$ cat src/rtl/core/assert_macros.svh
// Assertion macros shared by the RTL of the record store.
// Expects clk_i and rst_ni to exist in the scope where a macro is used.
`ifndef ASSERT_MACROS_SVH
`define ASSERT_MACROS_SVH

// Assert a property on every rising clock edge outside reset.
`define RSXS_ASSERT(lbl, prop, msg) \
  lbl: assert property (@(posedge clk_i) disable iff (!rst_ni) (prop)) else $error(msg);

// Assert that a trigger implies a consequence in the next cycle.
`define RSXS_ASSERT_NEXT(lbl, trig, cons, msg) \
  lbl: assert property (@(posedge clk_i) disable iff (!rst_ni) (trig) |=> (cons)) \
    else $error(msg);

`endif

$ cat src/rtl/core/rsxs_pkg.sv
// Shared types and constants of the record store with exchange sort.
// No dependencies; used by the top level.
`default_nettype none

package rsxs_pkg;

  localparam int unsigned CAPACITY = 16;
  localparam int unsigned SLOT_W   = 4;
  localparam int unsigned CNT_W    = 5;
  localparam int unsigned PRICE_W  = 32;
  localparam int unsigned ID_W     = 16;
  localparam int unsigned REC_W    = PRICE_W + ID_W;
  localparam int unsigned LIMIT_RESET = 16;

  typedef enum logic [1:0] {
    ACT_ADD  = 2'd0,
    ACT_SORT = 2'd1,
    ACT_DUMP = 2'd2
  } action_e;

  typedef enum logic [2:0] {
    KIND_ADDED  = 3'd0,
    KIND_FULL   = 3'd1,
    KIND_SORTED = 3'd2,
    KIND_RECORD = 3'd3,
    KIND_EMPTY  = 3'd4
  } kind_e;

  typedef enum logic [2:0] {
    ST_IDLE,
    ST_SORT_LOAD,
    ST_SORT_SCAN,
    ST_SORT_PLACE,
    ST_SORT_DONE,
    ST_DUMP
  } state_e;

  typedef struct packed {
    logic [1:0]         action;
    logic [PRICE_W-1:0] item_price;
    logic [ID_W-1:0]    item_id;
  } req_t;

  typedef struct packed {
    logic [2:0]         kind;
    logic [PRICE_W-1:0] out_price;
    logic [ID_W-1:0]    out_id;
    logic [SLOT_W-1:0]  slot;
    logic               last;
  } rsp_t;

  typedef struct packed {
    logic [PRICE_W-1:0] price;
    logic [ID_W-1:0]    id;
  } record_t;

endpackage

`default_nettype wire

$ cat src/rtl/core/rsxs_ram.sv
// Generic single-write, single-read RAM with registered read data.
// No dependencies.
`default_nettype none

module rsxs_ram #(
  parameter int unsigned Width = 48,
  parameter int unsigned Depth = 16
) (
  input  wire logic                     clk_i,
  input  wire logic                     we_i,
  input  wire logic [$clog2(Depth)-1:0] waddr_i,
  input  wire logic [Width-1:0]         wdata_i,
  input  wire logic                     re_i,
  input  wire logic [$clog2(Depth)-1:0] raddr_i,
  output logic      [Width-1:0]         rdata_o
);

  logic [Width-1:0] mem_q [Depth];

  always_ff @(posedge clk_i) begin
    if (we_i) begin
      mem_q[waddr_i] <= wdata_i;
    end
  end

  // Hold the last read word until the next read.
  always_ff @(posedge clk_i) begin
    if (re_i) begin
      rdata_o <= mem_q[raddr_i];
    end
  end

endmodule

`default_nettype wire

$ cat src/rtl/core/record_store_exchange_sort_top.sv
// Record store with exchange sort: top level, sequencer and datapath.
// Depends on rsxs_pkg, rsxs_ram and assert_macros.svh.
`default_nettype none

// The block keeps up to CAPACITY records (32-bit 24.8 price, 16-bit id) in a
// small RAM with one write and one registered read port. An add transaction
// answers in the cycle after acceptance with "added" or "full"; the limit is
// the limit_q register, clipped to CAPACITY. A sort transaction runs
// exchange sort through one shared price comparator: the record of slot i
// sits in a holding register while slots i+1..n-1 stream past it, one read per
// cycle, and a smaller price swaps places with it. A sort ends in one
// "sorted" transaction. A dump emits n record transactions, one per cycle
// when the output is not stalled, with last on the final one, or a single
// "empty" transaction. Input stays stalled while a sort or dump runs.
// Results pass through one output register, so a new input is taken while
// the previous result is being taken. Action code 3 is dropped without a
// result.
module record_store_exchange_sort_top (
  input  wire logic                      clk_i,
  input  wire logic                      rst_ni,
  input  wire logic                      in_valid_i,
  output logic                           in_stall_o,
  input  wire rsxs_pkg::req_t            in_data_i,
  output logic                           out_valid_o,
  input  wire logic                      out_stall_i,
  output rsxs_pkg::rsp_t                 out_data_o,
  input  wire logic                      cfg_valid_i,
  output logic                           cfg_ready_o,
  input  wire logic [rsxs_pkg::CNT_W-1:0] cfg_data_i
);

  rsxs_pkg::state_e                 state_q, state_d;
  logic [rsxs_pkg::CNT_W-1:0]       count_q;
  logic [rsxs_pkg::CNT_W-1:0]       limit_q;
  logic [rsxs_pkg::CNT_W-1:0]       eff_limit;
  logic [rsxs_pkg::SLOT_W-1:0]      i_q, j_q, k_q;
  rsxs_pkg::record_t                hold_q;
  rsxs_pkg::record_t                rd_rec;
  logic [rsxs_pkg::REC_W-1:0]       ram_rdata;
  rsxs_pkg::rsp_t                   out_q, out_d;
  logic                             out_valid_q;

  logic                             can_load;
  logic                             in_acc;
  logic                             add_ok;
  logic                             price_less;
  logic [rsxs_pkg::CNT_W-1:0]       j_next, i_next2, k_next;
  logic                             scan_more, place_more, dump_last;

  logic                             ram_we, ram_re;
  logic [rsxs_pkg::SLOT_W-1:0]      ram_waddr, ram_raddr;
  rsxs_pkg::record_t                ram_wdata;
  logic                             load_out;

  // The user must write configuration only while idle; not enforced, always taken.
  assign cfg_ready_o = 1'b1;

  assign can_load   = !out_valid_q || !out_stall_i;
  assign in_stall_o = !((state_q == rsxs_pkg::ST_IDLE) && can_load);
  assign in_acc     = in_valid_i && !in_stall_o;

  assign eff_limit = (limit_q > rsxs_pkg::CNT_W'(rsxs_pkg::CAPACITY)) ?
                     rsxs_pkg::CNT_W'(rsxs_pkg::CAPACITY) : limit_q;
  assign add_ok    = count_q < eff_limit;

  assign rd_rec     = rsxs_pkg::record_t'(ram_rdata);
  // Shared compare unit: streamed record against the held one.
  assign price_less = rd_rec.price < hold_q.price;

  assign j_next     = {1'b0, j_q} + rsxs_pkg::CNT_W'(1);
  assign i_next2    = {1'b0, i_q} + rsxs_pkg::CNT_W'(2);
  assign k_next     = {1'b0, k_q} + rsxs_pkg::CNT_W'(1);
  assign scan_more  = j_next < count_q;
  assign place_more = i_next2 < count_q;
  assign dump_last  = k_next == count_q;

  rsxs_ram #(
    .Width (rsxs_pkg::REC_W),
    .Depth (rsxs_pkg::CAPACITY)
  ) u_ram (
    .clk_i   (clk_i),
    .we_i    (ram_we),
    .waddr_i (ram_waddr),
    .wdata_i (ram_wdata),
    .re_i    (ram_re),
    .raddr_i (ram_raddr),
    .rdata_o (ram_rdata)
  );

  // Next-state logic.
  always_comb begin
    state_d = state_q;
    unique case (state_q)
      rsxs_pkg::ST_IDLE: begin
        if (in_acc) begin
          if ((in_data_i.action == rsxs_pkg::ACT_SORT) &&
              (count_q >= rsxs_pkg::CNT_W'(2))) begin
            state_d = rsxs_pkg::ST_SORT_LOAD;
          end else if ((in_data_i.action == rsxs_pkg::ACT_DUMP) &&
                       (count_q != '0)) begin
            state_d = rsxs_pkg::ST_DUMP;
          end
        end
      end
      rsxs_pkg::ST_SORT_LOAD: state_d = rsxs_pkg::ST_SORT_SCAN;
      rsxs_pkg::ST_SORT_SCAN: begin
        if (!scan_more) begin
          state_d = rsxs_pkg::ST_SORT_PLACE;
        end
      end
      rsxs_pkg::ST_SORT_PLACE: begin
        state_d = place_more ? rsxs_pkg::ST_SORT_LOAD : rsxs_pkg::ST_SORT_DONE;
      end
      rsxs_pkg::ST_SORT_DONE: begin
        if (can_load) begin
          state_d = rsxs_pkg::ST_IDLE;
        end
      end
      rsxs_pkg::ST_DUMP: begin
        if (can_load && dump_last) begin
          state_d = rsxs_pkg::ST_IDLE;
        end
      end
      default: state_d = rsxs_pkg::ST_IDLE;
    endcase
  end

  // Output logic: RAM port control and result register load.
  always_comb begin
    ram_we    = 1'b0;
    ram_waddr = i_q;
    ram_wdata = hold_q;
    ram_re    = 1'b0;
    ram_raddr = j_q;
    load_out  = 1'b0;
    out_d     = '0;
    out_d.last = 1'b1;
    unique case (state_q)
      rsxs_pkg::ST_IDLE: begin
        if (in_acc) begin
          unique case (in_data_i.action)
            rsxs_pkg::ACT_ADD: begin
              load_out = 1'b1;
              if (add_ok) begin
                ram_we          = 1'b1;
                ram_waddr       = count_q[rsxs_pkg::SLOT_W-1:0];
                ram_wdata.price = in_data_i.item_price;
                ram_wdata.id    = in_data_i.item_id;
                out_d.kind      = rsxs_pkg::KIND_ADDED;
                out_d.out_price = in_data_i.item_price;
                out_d.out_id    = in_data_i.item_id;
                out_d.slot      = count_q[rsxs_pkg::SLOT_W-1:0];
              end else begin
                out_d.kind = rsxs_pkg::KIND_FULL;
              end
            end
            rsxs_pkg::ACT_SORT: begin
              if (count_q >= rsxs_pkg::CNT_W'(2)) begin
                ram_re    = 1'b1;
                ram_raddr = '0;
              end else begin
                load_out   = 1'b1;
                out_d.kind = rsxs_pkg::KIND_SORTED;
              end
            end
            rsxs_pkg::ACT_DUMP: begin
              if (count_q != '0) begin
                ram_re    = 1'b1;
                ram_raddr = '0;
              end else begin
                load_out   = 1'b1;
                out_d.kind = rsxs_pkg::KIND_EMPTY;
              end
            end
            default: begin
              // Drop the reserved action.
            end
          endcase
        end
      end
      rsxs_pkg::ST_SORT_LOAD: begin
        ram_re    = 1'b1;
        ram_raddr = j_q;
      end
      rsxs_pkg::ST_SORT_SCAN: begin
        if (price_less) begin
          ram_we    = 1'b1;
          ram_waddr = j_q;
          ram_wdata = hold_q;
        end
        if (scan_more) begin
          ram_re    = 1'b1;
          ram_raddr = j_next[rsxs_pkg::SLOT_W-1:0];
        end
      end
      rsxs_pkg::ST_SORT_PLACE: begin
        ram_we    = 1'b1;
        ram_waddr = i_q;
        ram_wdata = hold_q;
        if (place_more) begin
          ram_re    = 1'b1;
          ram_raddr = i_q + rsxs_pkg::SLOT_W'(1);
        end
      end
      rsxs_pkg::ST_SORT_DONE: begin
        load_out   = can_load;
        out_d.kind = rsxs_pkg::KIND_SORTED;
      end
      rsxs_pkg::ST_DUMP: begin
        load_out        = can_load;
        out_d.kind      = rsxs_pkg::KIND_RECORD;
        out_d.out_price = rd_rec.price;
        out_d.out_id    = rd_rec.id;
        out_d.slot      = k_q;
        out_d.last      = dump_last;
        if (can_load && !dump_last) begin
          ram_re    = 1'b1;
          ram_raddr = k_next[rsxs_pkg::SLOT_W-1:0];
        end
      end
      default: begin
      end
    endcase
  end

  // Control state.
  always_ff @(posedge clk_i or negedge rst_ni) begin
    if (!rst_ni) begin
      state_q     <= rsxs_pkg::ST_IDLE;
      count_q     <= '0;
      limit_q     <= rsxs_pkg::CNT_W'(rsxs_pkg::LIMIT_RESET);
      out_valid_q <= 1'b0;
      i_q         <= '0;
      j_q         <= '0;
      k_q         <= '0;
    end else begin
      state_q <= state_d;
      if (cfg_valid_i && cfg_ready_o) begin
        limit_q <= cfg_data_i;
      end
      if (in_acc && (in_data_i.action == rsxs_pkg::ACT_ADD) && add_ok) begin
        count_q <= count_q + rsxs_pkg::CNT_W'(1);
      end
      if (load_out) begin
        out_valid_q <= 1'b1;
      end else if (!out_stall_i) begin
        out_valid_q <= 1'b0;
      end
      // Advance the sort and dump indexes.
      priority if (state_q == rsxs_pkg::ST_IDLE) begin
        i_q <= '0;
        j_q <= rsxs_pkg::SLOT_W'(1);
        k_q <= '0;
      end else if ((state_q == rsxs_pkg::ST_SORT_SCAN) && scan_more) begin
        j_q <= j_next[rsxs_pkg::SLOT_W-1:0];
      end else if (state_q == rsxs_pkg::ST_SORT_PLACE) begin
        i_q <= i_q + rsxs_pkg::SLOT_W'(1);
        j_q <= i_next2[rsxs_pkg::SLOT_W-1:0];
      end else if ((state_q == rsxs_pkg::ST_DUMP) && can_load && !dump_last) begin
        k_q <= k_next[rsxs_pkg::SLOT_W-1:0];
      end else begin
      end
    end
  end

  // Payload registers.
  always_ff @(posedge clk_i) begin
    if (load_out) begin
      out_q <= out_d;
    end
    if ((state_q == rsxs_pkg::ST_SORT_LOAD) ||
        ((state_q == rsxs_pkg::ST_SORT_SCAN) && price_less)) begin
      hold_q <= rd_rec;
    end
  end

  assign out_valid_o = out_valid_q;
  assign out_data_o  = out_q;

`include "assert_macros.svh"

  // The fill count never passes the store size.
  `RSXS_ASSERT(a_count_bound, count_q <= rsxs_pkg::CNT_W'(rsxs_pkg::CAPACITY), "count overflow")
  // A write and a read in one cycle never hit the same slot.
  `RSXS_ASSERT(a_no_rw_clash, !(ram_we && ram_re && (ram_waddr == ram_raddr)), "RAM clash")
  // The fill count holds across every cycle spent outside idle.
  `RSXS_ASSERT_NEXT(a_count_stable, state_q != rsxs_pkg::ST_IDLE, $stable(count_q), "count moved")

endmodule

`default_nettype wire

$ cat config.mk
export PLATFORM = sky130hd
export DESIGN_NAME = record_store_exchange_sort_top
export DESIGN_NICKNAME = d
export VERILOG_FILES = /design/src/rtl/core/rsxs_pkg.sv /design/src/rtl/core/rsxs_ram.sv /design/src/rtl/core/record_store_exchange_sort_top.sv
export VERILOG_INCLUDE_DIRS = /design/src /design/src/rtl/core
export SDC_FILE = /design/constraint.sdc
export NUM_CORES = 1
export LEC_CHECK = 0
export ABC_AREA = 1
export BUFFER_PORTS_ARGS = -buffer_cell sky130_fd_sc_hd__buf_2
export CAP_MARGIN = 10
export CORE_UTILIZATION = 45
export DETAILED_ROUTE_END_ITERATION = 10
export PLACE_DENSITY = 0.69
export REMOVE_ABC_BUFFERS = 1
export SETUP_SLACK_MARGIN = 0.5
export SLEW_MARGIN = 5
export SYNTH_ARGS = -nofsm -noshare
export SYNTH_HDL_FRONTEND = slang
export SYNTH_HIERARCHICAL = 1
export SYNTH_SLANG_ARGS = --single-unit
$ cat constraint.sdc
create_clock -name clk_i -period 11.5 [get_ports clk_i]
set_clock_uncertainty 0.05 [all_clocks]
set_input_delay 1.725 -clock clk_i [delete_from_list [all_inputs] [get_ports clk_i]]
set_output_delay 1.725 -clock clk_i [all_outputs]
set_load 0.02 [all_outputs]
==> metrics.md, run 1 <==
| Metric | Value |
|---|---|
| First-pass GRT wire length | `157 mm` |
| Slew Viols, Final | `0` |
| Largest stage delay, worst path | `around 0.8 ns` |
| Crit path max fanout | `about 220` |
| Clk pin slew, worst setup/hold paths | `0.06 ns` |
| Antenna Nets Post-Route | `0` |
| # hold bufs at CTS | `0` |
| Chip width | `307 um` |
| Setup ws final | `between 5 and 6 ns` |
| Total grt overflow | `0` |
| GRT Util Overall | `22.0%` |
| Via count | `27855` |
| Area of the die | `94500 um2` |
| Initial antenna violation count | `1` |
| CP arrival | `5.89 ns` |
| Min-delay worst type | `reg -> reg` |
| Power per Cell Area | `314 nW/um2` |
| Worst Path Buf+Inv | `3` |
| Synthesized area per cell | `approximately 11 um2` |
| Final core utilization | `around half` |
| Synth Register Bits | `~950` |
| Layout Area Growth over Synthesis | `10.7%` |
| Clock latency on the worst-skew pair | `0.66 ns` |
| PostCTS Resize Cnt | `0` |
| TritonCTS clock tree | `done` |
| Final hold vios | `0` |
| WP data required | `11.86 ns` |
| Sink Count | `946` |
| Max_slew headroom | `21.1%` |
| Fraction of registers with async set/reset | `under 10%` |
| CP max stage cell | `clkinv_8` |
| Max_cap viols | `0` |
| CP top delay family | `simple AND/OR/NAND/NOR gates` |
| Clock root cell | `clkbuf_16` |
| Vias in the first global route | `26639` |
| Share of cells above drive strength 1 | `9.31%` |
| Initial DRC count | `about 2900` |
| WL/cell | `19.3 um` |
| Drt pass-1 iters | `6` |
| Crit path cell chain | `ha_1 -> xnor2_1 -> inv_1 -> ha_1 -> nand2_1 -> nor2_1 -> o21ai_0 -> o2111ai_1 -> nand2_1 -> nand2_1 -> nor2_1 -> nand2_1 -> nand2_1 -> nand3_4 -> clkinv_8 -> buf_12 -> nand2_1 -> nand3_1 -> nand3_1 -> nand3_1 -> nand2_1` |
| I/O pin count | `119` |
| Critical path launch point type | `flop` |
| Pre-CTS WS | `5.42 ns` |
| Most used DFF post-synth | `edfxtp_1` |
| DR DRC count | `0` |
| Fillers | `7917` |
| CTS max path bufs | `3` |
| Core Area | `92100 um2` |
| Post-synthesis cell count | `3969` |
| Synth cell types | `48` |
| Worst path most repeated cell | `nand2_1` |
| Diode count | `0` |
| Worst Tran Pin Value | `1.18 ns` |
| Crit path capture type | `flop` |
| Seq/Total Area, Yosys | `67.3%` |
| Port buffer count | `117` |
| Yosys warning total | `6` |
| NumNets Final | `about 4200` |
| Routed wire length | `104 mm` |
| Status | `finished clean` |
| Leak Pwr | `20.0 nW` |
| RSZ-0062 raised after global routing | `no` |
| Routability cong. | `just under 0.9` |
| Final setup vio count | `0` |
| Maximum clock frequency | `181 MHz` |
| Setup CP Type | `reg -> reg` |
| Post-synthesis cell area | `42000 um2` |
| Worst VDD drop | `around 0.53 mV` |
| Via density | `5.18` |
| Postcts setup bufs | `0` |
| Fin crit share | `around half` |
| Die Span Y | `307 um` |
| FF-to-FF setup slack | `5.97 ns` |
| HPWL Detailed | `51.1 mm` |
| CTS buffer count | `between 90 and 100` |
| Min Clock Period, post-route | `5.53 ns` |
| Design Power | `14.6 mW` |
| Pin count of the biggest net entering global routing | `223` |
| Number of synthesized flops with an enable pin | `920` |
| Starting density of the core | `45.6%` |
| H-tree Lvls | `3` |
| Rows | `111` |
power breakdown:
| group | internal (mW) | leakage [nW] | total (mW) | switching, mW |
|---|---|---|---|---|
| Combinational | 1.77 | 9.87 | 6.58 | 4.81 |
| Sequential | 4.87 | 8.69 | 5.08 | 0.202 |
| Clock | 1.64 | 1.40 | 2.92 | 1.28 |
| Total | 8.28 | 20.0 | 14.6 | 6.29 |
cell usage after synthesis, types with 2 or more instances:
cell type,instances,area share [%]
inv_1,672,6.0
ha_1,54,1.6
o22ai_1,2,0.030
o21ai_1,2,0.024
clkbuf_1,34,0.30
inv_4,2,0.030
dfrtp_1,25,1.5
o21ai_0,55,0.66
nor2_1,45,0.40
buf_12,2,0.095
a21oi_1,24,0.29
nor2_8,2,0.095
buf_2,81,0.97
o21a_1,3,0.054
o21ai_2,20,0.42
nand3_1,622,7.4
nand2_1,1268,11
buf_6,39,1.0
nand3b_1,2,0.036
nand2_4,23,0.62
nor3_1,4,0.048
buf_4,13,0.23
nand4_1,6,0.089
mux2_2,4,0.11
edfxtp_1,920,66
nor2_2,2,0.030
xor2_1,10,0.21
nor2_4,2,0.054
nand2_2,3,0.045
inv_2,4,0.036
buf_1,7,0.063
per-stage QoR:
step                hold WS, ns  instances  area (um2)  setup TNS [ns]
finish                    0.410       5377       46500               0
global placement          0.388       5204       43600               0
CTS                       0.406       5377       46500               0
global route              0.423       5377       46500               0
detailed placement        0.392       5204       43600               0
floorplan                 0.376       3792       40800         -187.76
per-layer routing:
| layer | wire length (um) | global-route usage [%] | vias to the layer above |
|---|---|---|---|
| li1 | - | - | 13111 |
| met1 | 42700 | 30.3 | 13302 |
| met2 | 49200 | 36.1 | 1239 |
| met3 | 9090 | 2.88 | 201 |
| met4 | 2960 | 7.62 | 2 |
| met5 | 20 | 0 | - |
cells by family (layout without fill, tap and decap cells):
| logic type | count (synthesis) | after routing | share of synthesized area [%] |
|---|---|---|---|
| AO/OA/AOI/OAI | 114 | 114 | 1.62 |
| flip-flops | 946 | 946 | 67.3 |
| adder cells (fa/ha/maj) | 54 | 54 | 1.61 |
| XOR/XNOR | 11 | 11 | 0.229 |
| AND/OR/NAND/NOR | 1983 | 1983 | 20.2 |
| other | 1 | 1 | 0.00893 |
| buffers and inverters | 856 | 1021 | 8.83 |
| multiplexers | 4 | 4 | 0.107 |
registers in the layout, summed over array words and instances, names as in the netlist, 5 cells and up:
register and count:
count_q 5, hold_q 48, limit_q 5, out_data_o 56
u_ram/mem_q 768, u_ram/rdata_o 48
final timing paths:
| check | depth (start not counted) | to | start |
|---|---|---|---|
| min reg2reg | 0 | hold_q[8] | u_ram/rdata_o[8] |
| min | 0 | hold_q[8] | u_ram/rdata_o[8] |
| max | 21 | u_ram/rdata_o[26] | i_q[2] |
| max reg2reg | 21 | u_ram/rdata_o[26] | i_q[2] |
| max in group asynchronous | 1 | j_q[1] | rst_ni |
| min in group asynchronous | 1 | count_q[0] | rst_ni |
cell usage in the layout (no fill, tap or decap), types with 4 or more instances in the layout:
master      synthesis  layout
clkinv_2            0      13
nand2_1          1268    1265
xor2_1             10      10
a21oi_1            24      24
clkinvlp_4          0       5
o21ai_2            20      20
nand2_4            23      26
dfrtp_1            25      25
clkbuf_1           34      24
buf_2              81     117
nand3_1           622     621
bufinv_16           0       4
inv_1             672     670
buf_4              13      50
inv_6               1       7
clkinv_1            0      24
ha_1               54      54
nor3_1              4       4
o21ai_0            55      53
nor2_4              2      18
mux2_2              4       4
edfxtp_1          920     920
nand4_1             6       6
clkbuf_16           0      97
nor2_1             45      29
final cells by class:
cell class / count / area [um2] / area share [%]
Clock buffer: 121 / 2520 / 5.42
Clock inverter: 52 / 368 / 0.792
Inverter: 679 / 2580 / 5.55
Multi-Input combinational cell: 2167 / 10200 / 21.9
Sequential cell: 946 / 28300 / 60.8
Tap cell: 1243 / 1560 / 3.35
Timing Repair Buffer: 169 / 1000 / 2.15
Note: power is estimated with default switching activity, not from simulation.
==> run 2, diff against run 1 <==
clock period = 5.6 ns   (was 11.5 ns; I/O delays follow)
==> metrics.md, run 2 (same netlist as run 1, synthesis figures left out) <==
| Metric | Value |
|---|---|
| First-pass GRT wire length | `155 mm` |
| Sw Ratio | `42.8%` |
| Max_cap viols | `0` |
| WP data required | `5.95 ns` |
| Power per Cell Area | `643 nW/um2` |
| Starting density of the core | `45.6%` |
| Max reg flops | `768` |
| Crit path capture type | `flop` |
| # hold bufs at CTS | `0` |
| Largest Register | `u_ram/mem_q` |
| Port buffer count | `117` |
| Final setup vio count | `0` |
| Worst VDD drop | `1.02 mV` |
| Via count | `approximately 28000` |
| Initial antenna violation count | `1` |
| Final core utilization | `50.9%` |
| Leak Pwr | `20.2 nW` |
| Gate power share | `approximately 45%` |
| Placed Area | `43900 um2` |
| Antenna Nets Post-Route | `0` |
| Total grt overflow | `0` |
| Reg-to-Reg Start | `i_q[1]` |
| Clock Power Share | `20.3%` |
| Final hold vios | `0` |
| Critical path launch point type | `flop` |
| HPWL Detailed | `54.4 mm` |
| Finished Cell Area | `roughly 47000 um2` |
| Sequential power share | `between 30 and 40%` |
| CP startpoint | `i_q[1]` |
| Initial DRC count | `2646` |
| Fin crit share | `78.7%` |
| Psw | `12.9 mW` |
| Int Pwr | `17.2 mW` |
| CP arrival | `4.76 ns` |
| Min-delay worst type | `in -> async` |
| Clk pin slew, worst setup/hold paths | `0.06 ns` |
| Routability cong. | `0.885` |
| Crit path cell chain | `ha_1 -> xnor2_1 -> inv_1 -> ha_1 -> nand2_1 -> nor2_1 -> o21ai_0 -> o2111ai_1 -> nand2_1 -> nand2_1 -> nor2_1 -> nand2_1 -> nand2_1 -> nand3_4 -> clkinv_8 -> buf_4 -> nand2_1 -> nand3_1 -> nand3_1 -> nand3_1 -> nand2_1` |
| GRT Util Overall | `between 20% and 30%` |
| CTS buffer count | `96` |
| Largest stage delay, worst path | `0.47 ns` |
| Rows | `roughly 110` |
| Pin count of the biggest net entering global routing | `about 180` |
| Max_slew headroom | `27.1%` |
| Drt pass-1 iters | `5` |
| Final Non-Filler Cells | `5396` |
| Die Span Y | `between 300 and 400 um` |
| Share of cells above drive strength 1 | `9.82%` |
| Setup CP Type | `reg -> reg` |
| Slew Viols, Final | `0` |
| Core Area | `92100 um2` |
| Design Power | `30.1 mW` |
| Clock root cell | `clkbuf_16` |
| H-tree Lvls | `3` |
| TritonCTS clock tree | `done` |
| CP max stage cell | `clkinv_8` |
| Min Clock Period, post-route | `4.41 ns` |
| Area of the die | `94500 um2` |
| Placed insts | `5221` |
| Maximum clock frequency | `227 MHz` |
| NumNets Final | `4190` |
| WL/cell | `approximately 19 um` |
| Chip width | `between 300 and 400 um` |
| Pre-CTS WS | `1.26 ns` |
| Routed wire length | `103 mm` |
| Layout Area Growth over Synthesis | `11.7%` |
| Diode count | `0` |
| Vias in the first global route | `approximately 26000` |
| Most frequent cells in the layout | `nand2_1 (1265), edfxtp_1 (920), inv_1 (670)` |
| Via density | `5.14` |
| Status | `finished clean` |
| Most common cell after layout, fill and taps aside | `nand2_1` |
| Setup ws final | `approximately 1.2 ns` |
| Worst Tran Pin Value | `1.09 ns` |
| Sink Count | `approximately 950` |
| DR DRC count | `0` |
| Worst path most repeated cell | `nand2_1` |
| Fillers | `7921` |
| PostCTS Resize Cnt | `0` |
| I/O pin count | `about 120` |
| Crit path max fanout | `68` |
| Clock latency on the worst-skew pair | `0.67 ns` |
| Postcts setup bufs | `0` |
| RSZ-0062 raised after global routing | `no` |
| CTS max path bufs | `3` |
run 2: per-layer routing:
metal | GRT usage (%) | vias up | part of all wire (%)
li1 | - | 13160 | -
met1 | 29.4 | 13232 | 42
met2 | 35.6 | 1145 | 47
met3 | 3.34 | 185 | 8.0
met4 | 7.31 | 0 | 2.6
met5 | 0 | - | 0
run 2: area by class of cell:
cell class,count,area [um2],share of cell area [%]
timing repair buffer,186,1330,2.83
clock buffer,123,2540,5.43
multi-input combinational,2167,10200,21.7
inverter,679,2580,5.50
clock inverter,52,435,0.928
sequential,946,28300,60.3
tap,1243,1560,3.32
run 2: power groups by stage:
stage          clock (mW)  sequential, mW  combinational [mW]
4_1_cts              6.20            10.4                13.6
2_1_floorplan           0            10.6                6.21
3_3_place_gp            0            10.5                13.3
6_report             6.12            10.4                13.6
3_5_place_dp            0            10.6                13.5
5_1_grt              6.46            10.5                15.0
run 2: final timing paths:
kind / to / slack [ns] / cells after the start
max: u_ram/rdata_o[18] / 1.19 / 21
min: k_q[2] / 0.15 / 1
max reg2reg: u_ram/rdata_o[18] / 1.19 / 21
min reg2reg: hold_q[4] / 0.40 / 0
max in group asynchronous: i_q[3] / 4.92 / 1
min in group clk_i: limit_q[4] / 0.36 / 3
run 2: through the flow:
stage / hold slack [ns] / setup TNS [ns]
6_report: 0.148 / 0
5_1_grt: 0.182 / 0
4_1_cts: 0.151 / 0
3_5_place_dp: 0.388 / 0
3_3_place_gp: 0.385 / 0
2_1_floorplan: 0.376 / -581.03
run 2: critical path: cells and delay by family, from the launching register on:
family | cells | cell delay (ns)
AND/OR/NAND/NOR | 13 | 1.59
XOR/XNOR | 1 | 0.18
AO/OA/AOI/OAI | 2 | 0.29
buffers and inverters | 3 | 1.00
adder cells (fa/ha/maj) | 2 | 0.52
flip-flops | 1 | 0.43
